==> src/erot_pkg.sv <==
// ----------------------------------------------------------------------------
// erot_pkg: shared types and constants of the Euler point rotator
// Coordinate and angle formats, CORDIC constants, the arctangent table and
// the transaction and pipeline structures handed from cell to cell.
// ----------------------------------------------------------------------------
package erot_pkg;

  // Widths of the transaction fields
  localparam int unsigned COORD_WIDTH      = 24;
  localparam int unsigned ANGLE_W          = 19;
  localparam int unsigned ANGLE_FRAC       = 16;

  // CORDIC depth: one cell per micro-rotation
  localparam int unsigned ANGLE_ITERATIONS = 16;
  localparam int unsigned TABLE_LEN        = 24;
  localparam int unsigned CORDIC_STEPS     =
      (ANGLE_ITERATIONS < TABLE_LEN) ? ANGLE_ITERATIONS : TABLE_LEN;
  localparam int unsigned STEP_W           = $clog2(TABLE_LEN);

  // Internal number formats
  localparam int unsigned CORDIC_FRAC      = 30;
  localparam int unsigned SC_FRAC          = 24;
  localparam int unsigned C_W              = 34;
  localparam int unsigned SC_W             = SC_FRAC + 2;
  localparam int unsigned PT_W             = COORD_WIDTH + 3;
  localparam int unsigned PROD_W           = SC_W + PT_W;
  localparam int unsigned SUM_W            = PROD_W + 1;

  // Configuration port
  localparam int unsigned CFG_IW           = 3;
  localparam int unsigned CFG_DW           =
      (COORD_WIDTH > ANGLE_W) ? COORD_WIDTH : ANGLE_W;

  // Register stages from input to output register
  localparam int unsigned PIPE_DEPTH       = 2 + CORDIC_STEPS + 3 * 3 + 1;

  // Angle constants in Q30
  localparam logic signed [C_W-1:0] PI_Q30      = 34'sd3373259426;
  localparam logic signed [C_W-1:0] TWO_PI_Q30  = 34'sd6746518852;
  localparam logic signed [C_W-1:0] HALF_PI_Q30 = 34'sd1686629713;
  localparam logic signed [C_W-1:0] GAIN_Q30    = 34'sd652032874;

  // atan(2^-i) in Q30, truncated
  localparam logic [29:0] ATAN_Q30 [TABLE_LEN] = '{
    30'd843314856, 30'd497837829, 30'd263043836, 30'd133525158,
    30'd67021686,  30'd33543515,  30'd16775850,  30'd8388437,
    30'd4194282,   30'd2097149,   30'd1048575,   30'd524287,
    30'd262143,    30'd131071,    30'd65535,     30'd32767,
    30'd16383,     30'd8191,      30'd4095,      30'd2047,
    30'd1023,      30'd511,       30'd255,       30'd127
  };

  typedef logic signed [COORD_WIDTH-1:0] coord_t;
  typedef logic signed [ANGLE_W-1:0]     angle_t;
  typedef logic signed [PT_W-1:0]        pt_t;

  // Register reset values
  localparam angle_t ANGLE_X_RST = angle_t'(1311);
  localparam angle_t ANGLE_Y_RST = angle_t'(655);
  localparam angle_t ANGLE_Z_RST = angle_t'(2621);
  localparam coord_t CENTER_RST  = coord_t'(38400);

  typedef enum logic [CFG_IW-1:0] {
    REG_ANGLE_X,
    REG_ANGLE_Y,
    REG_ANGLE_Z,
    REG_CENTER_X,
    REG_CENTER_Y,
    REG_CENTER_Z
  } cfg_reg_e;

  typedef enum logic [1:0] {
    AXIS_X,
    AXIS_Y,
    AXIS_Z
  } axis_e;

  typedef struct packed {
    coord_t in_x;
    coord_t in_y;
    coord_t in_z;
  } in_t;

  typedef struct packed {
    coord_t out_x;
    coord_t out_y;
    coord_t out_z;
  } out_t;

  typedef struct packed {
    angle_t angle_x;
    angle_t angle_y;
    angle_t angle_z;
    coord_t center_x;
    coord_t center_y;
    coord_t center_z;
  } cfg_t;

  // One CORDIC lane: cosine, sine, residual angle and the fold flag
  typedef struct packed {
    logic signed [C_W-1:0] x;
    logic signed [C_W-1:0] y;
    logic signed [C_W-1:0] z;
    logic                  neg;
  } lane_t;

  // Everything one point carries along the chain
  typedef struct packed {
    pt_t   [2:0] p;
    lane_t [2:0] lane;
  } pipe_t;

endpackage

==> src/erot_cordic_cell.sv <==
// ----------------------------------------------------------------------------
// erot_cordic_cell: one CORDIC micro-rotation on three lanes
// Rotate each lane by +-atan(2^-step) towards zero residual angle and pass
// the point coordinates along unchanged.
// ----------------------------------------------------------------------------
module erot_cordic_cell (
  input  logic                          clk_i,
  input  logic                          rst_ni,
  input  logic [erot_pkg::STEP_W-1:0]   step_i,
  input  logic                          valid_i,
  output logic                          ready_o,
  input  erot_pkg::pipe_t               data_i,
  output logic                          valid_o,
  input  logic                          ready_i,
  output erot_pkg::pipe_t               data_o
);
  import erot_pkg::*;

  logic  valid_q;
  pipe_t cell_d, cell_q;

  // Micro-rotation, direction from the sign of the residual angle
  always_comb begin
    logic signed [C_W-1:0] xs;
    logic signed [C_W-1:0] ys;
    logic signed [C_W-1:0] at;
    cell_d = data_i;
    at     = C_W'(ATAN_Q30[step_i]);
    for (int k = 0; k < 3; k++) begin
      xs = data_i.lane[k].x >>> step_i;
      ys = data_i.lane[k].y >>> step_i;
      if (!data_i.lane[k].z[C_W-1]) begin
        cell_d.lane[k].x = data_i.lane[k].x - ys;
        cell_d.lane[k].y = data_i.lane[k].y + xs;
        cell_d.lane[k].z = data_i.lane[k].z - at;
      end else begin
        cell_d.lane[k].x = data_i.lane[k].x + ys;
        cell_d.lane[k].y = data_i.lane[k].y - xs;
        cell_d.lane[k].z = data_i.lane[k].z + at;
      end
    end
  end

  assign ready_o = ~valid_q | ready_i;
  assign valid_o = valid_q;
  assign data_o  = cell_q;

  always_ff @(posedge clk_i or negedge rst_ni) begin
    if (!rst_ni) begin
      valid_q <= 1'b0;
    end else if (ready_o) begin
      valid_q <= valid_i;
    end
  end

  always_ff @(posedge clk_i) begin
    if (ready_o && valid_i) cell_q <= cell_d;
  end

endmodule

==> config.mk <==
export PLATFORM = sky130hd
export DESIGN_NAME = erot_cordic_cell
export DESIGN_NICKNAME = d
export VERILOG_FILES = /design/src/erot_pkg.sv /design/src/erot_cordic_cell.sv
export SDC_FILE = /design/constraint.sdc
export NUM_CORES = 2
export LEC_CHECK = 0
export BUFFER_PORTS_ARGS = -buffer_cell sky130_fd_sc_hd__buf_2
export CAP_MARGIN = 30
export CELL_PAD_IN_SITES_DETAIL_PLACEMENT = 1
export CELL_PAD_IN_SITES_GLOBAL_PLACEMENT = 2
export CORE_MARGIN = 4
export CORE_UTILIZATION = 36
export CTS_BUF_LIST = sky130_fd_sc_hd__clkbuf_8 sky130_fd_sc_hd__clkbuf_16
export DETAILED_ROUTE_END_ITERATION = 12
export GPL_TIMING_DRIVEN = 0
export PLACE_DENSITY_LB_ADDON = 0.15
export SYNTH_ARGS = -nofsm -noshare
export SYNTH_HDL_FRONTEND = slang
export SYNTH_SLANG_ARGS = --single-unit
==> constraint.sdc <==
create_clock -name clk_i -period 13.1 [get_ports clk_i]
set_input_delay 0 -clock clk_i [delete_from_list [all_inputs] [get_ports clk_i]]
set_output_delay 0 -clock clk_i [all_outputs]
set_load 0.03 [all_outputs]
# Word level (Yosys, flattened, before mapping)
# Memories as Yosys holds them, arrays and structs flattened.
# Index checks and enable logic that the tools add are counted.
[totals] reg_bits=391 out_inout_bits=392 memories=1 mem_bits_ro=960
[mem_list] name="(no name shown)" words=32 word_bits=30 read_ports=1 rd_ports_with_merged_regs=0 write_ports=0 line_no="erot_cordic_cell.sv:28" source="at = C_W'(ATAN_Q30[step_i]);"
[op_classes] magnitude_cmp=1 shift=6 reduce_logical=1 muxes=5 n_addsub=18 bitwise_logic=3
[op_table] op="$mux 102" count=3
[op_table] op="$add 34x34->34" count=6
[op_table] op="$sshr 34x5->34" count=6
[op_table] op="$sub 34x34->34" count=6
[op_table] op="$add 34x31->34" count=3
[op_table] op="$sub 34x31->34" count=3
[op_table] op="$mux 30" count=2
[op_table] op="$ge 6x6->1 const B" count=1
[op_table] op="$not 5->6" count=1
[op_table] op="$logic_and 1x1->1" count=1
[op_table] op="$not 1->1" count=1
[op_table] op="$or 1x1->1" count=1

# Longest topological paths before layout
[depth] ltp_word=6 depth_mapped=30 mapped_depth_nobuf=24

# Worst setup path after synthesis
# Ideal clock, no wire load.
[synth_timing] kind="reg2reg" startpoint="register valid_q (netlist: valid_o)" endpoint="register cell_q (netlist bit data_o[0]) (enable)" setup_ps=801 n_path_buf=0 setup_slack_ps=2618 t_required_ps=12299 period_less_slack_ps=10482 arrival_ps=9681 path_stages_with_launch=3 cell_sequence="dfrtp_1 > nand2b_1 > and2_1"
[synth_via] elab_chain_len=3
[synth_lines] item="from (decl)" line_no="erot_cordic_cell.sv:19" source="logic valid_q;"
[synth_lines] item="from (signal assigned)" line_no="erot_cordic_cell.sv:52" source="valid_q <= valid_i;"
[synth_lines] item="$not 1->1" line_no="erot_cordic_cell.sv:44" source="assign ready_o = ~valid_q | ready_i;"
[synth_lines] item="$or 1x1->1" line_no="erot_cordic_cell.sv:44"
[synth_lines] item="net ready_o" line_no="erot_cordic_cell.sv:11" source="output logic ready_o,"
[synth_lines] item="$logic_and 1x1->1" line_no="erot_cordic_cell.sv:57" source="if (ready_o && valid_i) cell_q <= cell_d;"
[synth_lines] item="to (signal assigned)" line_no="erot_cordic_cell.sv:57"
[synth_lines] item="to (decl)" line_no="erot_cordic_cell.sv:20" source="pipe_t cell_d, cell_q;"
# The timed path passes the listed nets, and every way through them passes these cells.
# A chain may end at the register's enable or synchronous reset.

==> impl_metrics.yaml <==
die:
  initial_utilization: 0.3632
  die_height_um: 364.4
  io-pin-count: 791
  core-area_um2: 125900
  dieArea_um2: 132800
  die_w_um: 364.4
  fp-row-count: 130
clock_tree:
  cts.htree.levels: 2
  clockBufferDepth: 3
  clkTransAtPathRegs_ps: 70
  clk_latency_ps: 650
  cts-root-buf: "clkbuf_16"
  cts_inserted_buffers: 47
  cts_tree: "yes"
  cts.sinks: 391
sta:
  skew_ps: 15.47
  slew_headroom: 0.1248
  clock.fmax_mhz: 84.44
  timing.hold.ws_ps: 17.77
  hold_violations: 0
  post-route-period-util: 0.9040
  finalSetupViolCount: 0
  final_max_slew_viol_count: 0
  tightestPinTransition_ps: 1313
  rsz0062_at_grt: "false"
  finalCriticalPeriod_ps: 11840
  tns_ps: 0
route:
  dr.pass1.iters: 8
  post_drt_wl_per_cell_um: 39.83
  wirelength_um: 305400
  vias: 51281
  postRouteAntennaNets: 0
  drtIter0Drc: 7035
  route.detailed.drc: 0
  vias_per_cell: 6.688
critical_path:
  rrSetupSlack_ps: 9800
  critPathCaptureType: "flip-flop"
  crit_top_cell: "buf_2"
  cp.arrival_ps: 12220
  crit_fanout: 12
  startpoint_type: "input pin"
  criticalPathCategory: "in2reg"
  cpPeakStageDelay_ps: 780
  critPathRequiredTime_ps: 13480
  cp_slowest_cell: "buf_2"
synthesis:
  netlist_instances: 4773
  synth_fp_nets: 5493
  syn-cell-area_um2: 45730
  synth_flop_cell: "edfxtp_1"
  synth-seq-cells: 391
  async_flop_share: 0.002558
  yosys_warnings: 0
  syn_area_per_cell_um2: 9.581
  synth_edf_count: 390
  ys_seq_area_frac: 0.2566
  synth_cell_types: 116
pwr:
  power_mw: 6.911
  clock_power_share: 0.199
  switching_share: 0.4488
  comb_power_share: 0.547
  pwr-share-seq: 0.254
  cell_internal_pwr_mw: 3.810
  ir_worst_vdd_mv: 0.1188
  power_density_nw_per_um2: 120.6
  switchingPower_mw: 3.102
  power_leakage_nw: 23.70
finish:
  final_area_um2: 57320
  synthToLayoutAreaGrowth_pct: 25.34
  layout.nets: 6670
  stdcell_count: 7668
  drive_gt1_frac: 0.2480
  ff_latch_area_um2: 11740
  multiInputGateArea_um2: 32270
  nFillCells: 14482
place:
  dpl_cell_area_um2: 53150
  placed_cells_incl_taps: 7298
  io_buffers: 784
  hpwl_um: 233900
  place.gp.congestion: 1.098
global_routing:
  antenna_found_initial: 35
  grt_pass1_wl_um: 409700
  grt_pass1_vias: 50604
  track_usage: 0.4409
  grt-ovfl-total: 0
  grt_max_degree: 72
worst_hold_path:
  hold_path_class: "in2reg"
outcome:
  status: "completed"
run:
  drv_cap: 0
-- power groups by stage --
stage	registers, mW	logic, mW	clock network [mW]
floorplan	2.19	1.92	0
global placement	1.81	3.46	0
detailed placement	1.77	3.54	0
CTS	1.75	3.65	1.39
global route	1.77	3.97	1.45
finish	1.76	3.78	1.38
-- stage by stage --
step	setup WS, ps	utilization
2_1_floorplan	2618	-
3_3_place_gp	-850.2	0.4108
3_5_place_dp	2058	0.4222
4_1_cts	2419	0.4539
5_1_grt	1324	0.4549
6_report	1258	0.4553
-- layout make-up --
type,count,share of cell area
clock inverters,39,0.006614
flip-flops and latches,391,0.2048
clock buffers,47,0.02052
plain buffers,258,0.02379
multi-input cells,4017,0.5630
well taps,1650,0.03602
inverters,107,0.007007
repair buffers,1128,0.1369
diodes,31,0.001353
-- placed cells by master (no fill, tap or decap), drive strengths merged, types with 147 or more instances in the layout --
cell type	instances
a21oi	389
mux4	239
ha	312
xnor2	365
buf	1043
xor2	157
clkbuf	147
dlygate4sd3	243
edfxtp	390
nand2	359
nor2	403
o21ai	240
mux2i	222
-- cell usage after synthesis, types with 57 or more instances --
library cell	n	area, um2
nor2_1	401	1505
clkbuf_1	99	371.6
buf_2	74	370.4
mux2_2	74	833.3
a21o_1	131	983.4
nand2_1	358	1344
a211oi_1	57	427.9
edfxtp_1	390	11710
nor3_1	81	405.4
a31oi_1	79	494.2
xor2_1	157	1375
nand2b_1	72	450.4
mux2i_1	222	2222
inv_1	102	382.9
o21ai_0	234	1171
ha_1	312	3904
xnor2_1	363	3179
nand3_1	69	345.3
o21a_1	59	442.9
a21oi_1	388	1942
mux4_2	237	5338
-- registers in the layout (all words and copies together) (netlist names) --
signal   flops
data_o     390
valid_o      1
-- critical path, delay by kind of cell --
kind            cells  cell delay, ps
fa+ha+maj           2             700
simple gates        4             460
buf+inv            15            7600
compound gates     10            3390
-- worst paths after layout --
path / start / endpoint / depth (start not counted)
worst min register to register: valid_o$_DFFE_PN0N_ / data_o[99]$_DFFE_PP_ / 2
worst max register to register: valid_o$_DFFE_PN0N_ / data_o[297]$_DFFE_PP_ / 6
worst min-delay path: data_i[141] / data_o[141]$_DFFE_PP_ / 4
worst max-delay path: step_i[4] / data_o[133]$_DFFE_PP_ / 31
max in group asynchronous: rst_ni / valid_o$_DFFE_PN0N_ / 3
min in group asynchronous: rst_ni / valid_o$_DFFE_PN0N_ / 3
-- logic make-up after synthesis --
kind of cell / Yosys count / synth area share
compound gates: 1379 / 0.1972
fa+ha+maj: 321 / 0.08930
mux: 539 / 0.1859
flops: 391 / 0.2566
buf+inv: 365 / 0.03822
simple gates: 1256 / 0.1325
xor+xnor: 522 / 0.1003
-- layer usage --
metal / GRT usage / share of wire / vias to the layer above
met4: 0.2966 / 0.086 / 10
met3: 0.1763 / 0.12 / 1281
met1: 0.5125 / 0.37 / 25494
met5: 0 / 0.00095 / -
met2: 0.6695 / 0.42 / 3830
li1: - / - / 20666
-- what timing repair did --
item / CTS / global route
buffers inserted: 0 / 0
endpoints found under the hold margin: 223 / 0
hold buffers: 243 / 0
gates resized for setup: 0 / 0
Note: power is estimated with default switching activity, not from simulation.
