File: src/erot_pkg.sv
// ----------------------------------------------------------------------------
// erot_pkg: shared types and constants of the Euler point rotator
// Coordinate and angle formats, CORDIC constants, the arctangent table and
// the transaction and pipeline structures handed from cell to cell.
// ----------------------------------------------------------------------------
package erot_pkg;

  // Widths of the transaction fields
  localparam int unsigned COORD_WIDTH      = 24;
  localparam int unsigned ANGLE_W          = 19;
  localparam int unsigned ANGLE_FRAC       = 16;

  // CORDIC depth: one cell per micro-rotation
  localparam int unsigned ANGLE_ITERATIONS = 16;
  localparam int unsigned TABLE_LEN        = 24;
  localparam int unsigned CORDIC_STEPS     =
      (ANGLE_ITERATIONS < TABLE_LEN) ? ANGLE_ITERATIONS : TABLE_LEN;
  localparam int unsigned STEP_W           = $clog2(TABLE_LEN);

  // Internal number formats
  localparam int unsigned CORDIC_FRAC      = 30;
  localparam int unsigned SC_FRAC          = 24;
  localparam int unsigned C_W              = 34;
  localparam int unsigned SC_W             = SC_FRAC + 2;
  localparam int unsigned PT_W             = COORD_WIDTH + 3;
  localparam int unsigned PROD_W           = SC_W + PT_W;
  localparam int unsigned SUM_W            = PROD_W + 1;

  // Configuration port
  localparam int unsigned CFG_IW           = 3;
  localparam int unsigned CFG_DW           =
      (COORD_WIDTH > ANGLE_W) ? COORD_WIDTH : ANGLE_W;

  // Register stages from input to output register
  localparam int unsigned PIPE_DEPTH       = 2 + CORDIC_STEPS + 3 * 3 + 1;

  // Angle constants in Q30
  localparam logic signed [C_W-1:0] PI_Q30      = 34'sd3373259426;
  localparam logic signed [C_W-1:0] TWO_PI_Q30  = 34'sd6746518852;
  localparam logic signed [C_W-1:0] HALF_PI_Q30 = 34'sd1686629713;
  localparam logic signed [C_W-1:0] GAIN_Q30    = 34'sd652032874;

  // atan(2^-i) in Q30, truncated
  localparam logic [29:0] ATAN_Q30 [TABLE_LEN] = '{
    30'd843314856, 30'd497837829, 30'd263043836, 30'd133525158,
    30'd67021686,  30'd33543515,  30'd16775850,  30'd8388437,
    30'd4194282,   30'd2097149,   30'd1048575,   30'd524287,
    30'd262143,    30'd131071,    30'd65535,     30'd32767,
    30'd16383,     30'd8191,      30'd4095,      30'd2047,
    30'd1023,      30'd511,       30'd255,       30'd127
  };

  typedef logic signed [COORD_WIDTH-1:0] coord_t;
  typedef logic signed [ANGLE_W-1:0]     angle_t;
  typedef logic signed [PT_W-1:0]        pt_t;

  // Register reset values
  localparam angle_t ANGLE_X_RST = angle_t'(1311);
  localparam angle_t ANGLE_Y_RST = angle_t'(655);
  localparam angle_t ANGLE_Z_RST = angle_t'(2621);
  localparam coord_t CENTER_RST  = coord_t'(38400);

  typedef enum logic [CFG_IW-1:0] {
    REG_ANGLE_X,
    REG_ANGLE_Y,
    REG_ANGLE_Z,
    REG_CENTER_X,
    REG_CENTER_Y,
    REG_CENTER_Z
  } cfg_reg_e;

  typedef enum logic [1:0] {
    AXIS_X,
    AXIS_Y,
    AXIS_Z
  } axis_e;

  typedef struct packed {
    coord_t in_x;
    coord_t in_y;
    coord_t in_z;
  } in_t;

  typedef struct packed {
    coord_t out_x;
    coord_t out_y;
    coord_t out_z;
  } out_t;

  typedef struct packed {
    angle_t angle_x;
    angle_t angle_y;
    angle_t angle_z;
    coord_t center_x;
    coord_t center_y;
    coord_t center_z;
  } cfg_t;

  // One CORDIC lane: cosine, sine, residual angle and the fold flag
  typedef struct packed {
    logic signed [C_W-1:0] x;
    logic signed [C_W-1:0] y;
    logic signed [C_W-1:0] z;
    logic                  neg;
  } lane_t;

  // Everything one point carries along the chain
  typedef struct packed {
    pt_t   [2:0] p;
    lane_t [2:0] lane;
  } pipe_t;

endpackage

File: src/erot_out.sv
// ----------------------------------------------------------------------------
// erot_out: output cell of the rotator
// Add the centre back, saturate each coordinate and hold the result in the
// output register until the transaction completes.
// ----------------------------------------------------------------------------
module erot_out (
  input  logic            clk_i,
  input  logic            rst_ni,
  input  erot_pkg::cfg_t  cfg_i,
  input  logic            valid_i,
  output logic            ready_o,
  input  erot_pkg::pipe_t data_i,
  output logic            valid_o,
  input  logic            ready_i,
  output erot_pkg::out_t  data_o
);
  import erot_pkg::*;

  localparam logic signed [PT_W:0] SAT_HI =
      (PT_W + 1)'((64'sd1 <<< (COORD_WIDTH - 1)) - 64'sd1);
  localparam logic signed [PT_W:0] SAT_LO = -SAT_HI - (PT_W + 1)'(1);

  logic   valid_q;
  out_t   out_d, out_q;
  coord_t res [3];

  // Centre add and saturation
  always_comb begin
    coord_t                cen [3];
    logic signed [PT_W:0]  s;
    cen = '{cfg_i.center_x, cfg_i.center_y, cfg_i.center_z};
    for (int k = 0; k < 3; k++) begin
      s = (PT_W + 1)'(data_i.p[k]) + (PT_W + 1)'(cen[k]);
      priority if (s > SAT_HI) begin
        res[k] = coord_t'(SAT_HI);
      end else if (s < SAT_LO) begin
        res[k] = coord_t'(SAT_LO);
      end else begin
        res[k] = coord_t'(s);
      end
    end
    out_d.out_x = res[0];
    out_d.out_y = res[1];
    out_d.out_z = res[2];
  end

  assign ready_o = ~valid_q | ready_i;
  assign valid_o = valid_q;
  assign data_o  = out_q;

  always_ff @(posedge clk_i or negedge rst_ni) begin
    if (!rst_ni) begin
      valid_q <= 1'b0;
    end else if (ready_o) begin
      valid_q <= valid_i;
    end
  end

  always_ff @(posedge clk_i) begin
    if (ready_o && valid_i) out_q <= out_d;
  end

endmodule

File: config.mk
export PLATFORM = sky130hd
export DESIGN_NAME = erot_out
export DESIGN_NICKNAME = d
export VERILOG_FILES = /design/src/erot_pkg.sv /design/src/erot_out.sv
export SDC_FILE = /design/constraint.sdc
export NUM_CORES = 1
export LEC_CHECK = 0
export CAP_MARGIN = 40
export CORE_AREA = 4 4 233 235
export DETAILED_ROUTE_END_ITERATION = 8
export DIE_AREA = 0 0 237 239
export DONT_BUFFER_PORTS = 1
export PLACE_DENSITY = 0.34
export REMOVE_ABC_BUFFERS = 1
export SYNTH_ARGS = -nofsm -noshare
export SYNTH_HDL_FRONTEND = slang
export SYNTH_SLANG_ARGS = --single-unit
File: constraint.sdc
create_clock -name clk_i -period 6.85 [get_ports clk_i]
set_input_delay 2.055 -clock clk_i [delete_from_list [all_inputs] [get_ports clk_i]]
set_output_delay 2.055 -clock clk_i [all_outputs]
set_load 0.01 [all_outputs]
# Word-level counts from Yosys, hierarchy flattened
# Index checks and enable logic that the tools add are counted.
dict set report totals {
  register_bits 73
  input_bits 523
  output_inout_bits 74
  word_cells 19
}
dict set report classes {
  n_addsub 3
  magnitude_cmp 6
  mux 3
  n_bitwise 2
  n_reduce_logical 1
}
# operator n
set op_table {}
lappend op_table {{adder 27 x 24 -> 28 bit} 3}
lappend op_table {{greater-than comparator 28 x 24 -> 1 bit, second input constant} 3}
lappend op_table {{less-than comparator 28 x 24 -> 1 bit, second input constant} 3}
lappend op_table {{two-way mux 24 bit} 3}
lappend op_table {{logical AND 1 bit} 1}
lappend op_table {{inverter 1 bit} 1}
lappend op_table {{bitwise OR 1 bit} 1}

# Depth between registers and ports, before layout
dict set report depth {
  ltp_word 3
  mapped_depth 12
  mapped_depth_nobuf 11
}

# Least setup slack after synthesis
# Ideal clock, no wire load.
dict set report synth_path {
  path_type {input port to flip-flop}
  startpoint {input cfg_i[24] (netlist bit)}
  endpoint {register out_q (netlist bit data_o[35]), data pin}
  setup_ns 0.267
  arrival_ns 4.537
  required_ns 6.583
  setup_slack_ns 2.046
  stages 12
  n_path_buf 1
  path_cell_list {ha_1 inv_1 fa_1 nand2b_1 a21oi_1 nor2_1 o31a_1 o311ai_1 o311ai_2 o41ai_2 buf_2 o21ai_0}
}
dict set report synth_via {
  elab_chain_len 3
  elab_cells_between_ends 4
  classes_between {1 x add/sub; 2 x order compare; 1 x mux}
}
# element line
set synth_rtl {}
lappend synth_rtl {{from (decl)} erot_out.sv:9} ;# input erot_pkg::cfg_t cfg_i,
lappend synth_rtl {{adder 27 x 24 -> 28 bit *} erot_out.sv:33} ;# s = (PT_W + 1)'(data_i.p[k]) + (PT_W + 1)'(cen[k]);
lappend synth_rtl {{less-than comparator 28 x 24 -> 1 bit} erot_out.sv:36} ;# end else if (s < SAT_LO) begin
lappend synth_rtl {{two-way mux 24 bit} erot_out.sv:36}
lappend synth_rtl {{to (signal assigned)} erot_out.sv:60} ;# if (ready_o && valid_i) out_q <= out_d;
lappend synth_rtl {{to (decl)} erot_out.sv:24} ;# out_t out_d, out_q;
# Mark *: on every way between the ends. The rest lies on a longest branch, timed or not.
# A chain may end at the register's enable or synchronous reset.

# Final worst setup path
dict set report layout_path {
  startpoint {input cfg_i[48] (netlist bit)}
  endpoint {register out_q (netlist bit data_o[64]), data pin}
}
# Same word-level chain as after synthesis.

==> results.sh <==
export IMPL_status="finished clean"
export IMPL_arrival_ns=5.36
export IMPL_netlist_instances=782
export IMPL_drtIter0Drc=257
export IMPL_rr_startpoint="valid_o$_DFFE_PN0N_"
export IMPL_drc=0
export IMPL_cts_tree="yes"
export IMPL_path_max_fanout=12
export IMPL_vdd_drop_max_mv=0.124
export IMPL_final_area_mm2=0.00817
export IMPL_grt_pass1_vias=6119
export IMPL_final_nets=1380
export IMPL_wl_met2_mm=12.6
export IMPL_finalPower_mw=1.75
export IMPL_num_vias=6076
export IMPL_wl_mm=29.0
export IMPL_cts_buffer_depth=2
export IMPL_startpoint_type="input port"
export IMPL_coreArea_mm2=0.0522
export IMPL_endpoint_kind="flip-flop"
export IMPL_layout_min_cycle_time_ns=5.19
export IMPL_hold_path_end="valid_o$_DFFE_PN0N_"
export IMPL_synth_seq_area_share=0.309
export IMPL_drive_above_1_share=0.0566
export IMPL_ys_types=69
export IMPL_critPathKind="in2reg"
export IMPL_dieHeight_um=239
export IMPL_synth_area_leader_cell="edfxtp_1"
export IMPL_grt_max_degree=52
export IMPL_r2r_end="data_o[41]$_SDFFCE_PN1P_"
export IMPL_critPathMaxStageDelay_ns=0.41
export IMPL_top_layer="met5"
export IMPL_post_route_period_util=0.757
export IMPL_ios=597
export IMPL_cap_violations=0
export IMPL_async_flop_share=0.0137
export IMPL_final_common_cell="o21ai_0"
export IMPL_whs_ns=0.698
export IMPL_die_width_um=237
export IMPL_root_buffer="clkbuf_16"
export IMPL_grt_pass1_wl_mm=40.9
export IMPL_synth_area_mm2=0.00707
export IMPL_final_util=0.156
export IMPL_worst_hold_path_type="reg2reg"
export IMPL_final_cell_mix="101 x o21ai_0, 81 x ha_1, 72 x edfxtp_1, 71 x a21oi_1, 52 x nand2_1"
export IMPL_synth_flop_cell="edfxtp_1"
export IMPL_clk_pin_slew_worst_paths_ns=0.08
export IMPL_dpl_instance_area_mm2=0.00786
export IMPL_relSlewSlack=0.508
export IMPL_syn_to_final_growth_pct=15.4
export IMPL_setup_tns_ns=0
export IMPL_synth_top_area_share=0.306
export IMPL_cts_htree_levels=3
export IMPL_dpl_hpwl_mm=23.8
export IMPL_fin_skew_ns=0.0142
export IMPL_die_area_mm2=0.0566
export IMPL_synth_edf_count=72
export IMPL_synth_avg_cell_area_um2=9.05
export IMPL_cp_required_ns=7.03
export IMPL_timing_reg2reg_setup_slack_ns=4.77
export IMPL_yosys_warnings=0
export IMPL_crit_slowest_cell="fa_1"
export IMPL_num_rows=84
export IMPL_finalSetupViolCount=0
export IMPL_drv_slew=0
export IMPL_start_util=0.135
export IMPL_dr_wl_met3_mm=2.62
export IMPL_dp_cells=1450
export IMPL_viasPerCell=4.14
export IMPL_cts_buffers=9
export IMPL_track_usage=0.0983
export IMPL_port_buffers=0
export IMPL_min_from="valid_o$_DFFE_PN0N_"
export IMPL_path_delay_family="compound AO/OA/AOI/OAI gates"
export IMPL_rsz0062_at_grt="no"
export IMPL_power_leakage_nw=2.88
export IMPL_dpl_worst_slack_ns=1.26
export IMPL_min_path_cells=2
export IMPL_worstPathCellList="ha_1 -> inv_1 -> fa_1 -> nand2b_1 -> a21oi_1 -> o211ai_1 -> a21boi_1 -> a41oi_1 -> xnor2_1 -> a41oi_2 -> buf_6 -> o31ai_1"
export IMPL_cts_sinks=73
export IMPL_worst_slew_pin_slew_ns=0.738
export IMPL_ctsResizeCount=0
export IMPL_antenna_left=0
export IMPL_crit_buf_inv=2
export IMPL_finalWeightedCongestion=0.808
export IMPL_fin_cells=1466
export IMPL_power_density_mw_per_mm2=214
export IMPL_grt_ovfl_total=0
export IMPL_r2r_cells=3
export IMPL_clk_latency_ns=0.38
export IMPL_synth_seq_cells=73
export IMPL_antenna_found_initial=4
export IMPL_first_pass_iters=5
export IMPL_postCtsSetupBuffers=0
export IMPL_wl_met1_mm=13.1
export IMPL_synth_area_leaders="edfxtp_1 31%, ha_1 14%, o21ai_0 7.1%"
export IMPL_cts_hold_buf=0
export IMPL_layout_setup_ws_ns=1.66
export IMPL_antennaDiodeCount=0
export IMPL_final_hold_violation_count=0
export IMPL_routedWlPerCell_um=19.8
export IMPL_timing_fmax_mhz=193
metal layers:
layer	vias up	global-route usage
li1	2971	-
met4	8	0.0318
met5	-	0
met2	190	0.147
met1	2881	0.125
met3	26	0.0466
flip-flops by register name, summed over array words and instances (netlist names):
name,flops
data_o,72
valid_o,1
area by class of cell:
| class | instances | area [µm²] |
|---|---|---|
| inverter | 22 | 82.6 |
| timing repair buffer | 8 | 67.6 |
| fill | 5896 | 44100 |
| sequential | 73 | 2190 |
| clock inverter | 7 | 80.1 |
| tap | 688 | 861 |
| clock buffer | 9 | 225 |
| multi-input combinational | 659 | 4660 |
cells by family (layout without fill, tap and decap cells):
| kind of cell | Yosys count | count (layout) | share of synthesized area |
|---|---|---|---|
| compound gates | 313 | 313 | 0.288 |
| simple gates | 196 | 196 | 0.137 |
| fa+ha+maj | 84 | 84 | 0.152 |
| flops | 73 | 73 | 0.309 |
| xor+xnor | 65 | 65 | 0.0805 |
| buf+inv | 50 | 46 | 0.0329 |
| mux | 1 | 1 | 0.00141 |
how the worst max path moves through the flow:
| stage | start | end | slack, ns | depth (start not counted) |
|---|---|---|---|---|
| 2_1_floorplan | cfg_i[24] | data_o[24]$_SDFFCE_PN1P_ | 1.65 | 11 |
| 3_3_place_gp | cfg_i[48] | data_o[53]$_SDFFCE_PN1P_ | 1.03 | 11 |
| 3_5_place_dp | cfg_i[24] | data_o[33]$_SDFFCE_PN1P_ | 1.26 | 12 |
| 4_1_cts | cfg_i[48] | data_o[64]$_SDFFCE_PN1P_ | 1.67 | 12 |
| 5_1_grt | cfg_i[48] | data_o[64]$_SDFFCE_PN1P_ | 1.31 | 12 |
| 6_report | cfg_i[48] | data_o[64]$_SDFFCE_PN1P_ | 1.66 | 12 |
worst reg2reg max path, stage by stage, from the launching register on:
cell and delay [ns]:
dfrtp_1 0.43, nand2b_1 0.18, and2_4 0.39, buf_4 0.67
synthesized netlist by cell type, types with 20 or more instances:
library cell / number
a21oi_1: 71
nand2_1: 52
nor2_1: 50
xnor2_1: 30
edfxtp_1: 72
xor2_1: 35
ha_1: 81
o211ai_1: 20
inv_1: 22
a21o_1: 22
o21ai_0: 101
nand3_1: 21
power breakdown:
group	leakage [nW]	switching [mW]	total (mW)	internal, mW
Combinational	2.08	0.366	0.586	0.220
Clock	0.148	0.246	0.532	0.287
Sequential	0.648	0.0585	0.627	0.569
Note: power is estimated with default switching activity, not from simulation.
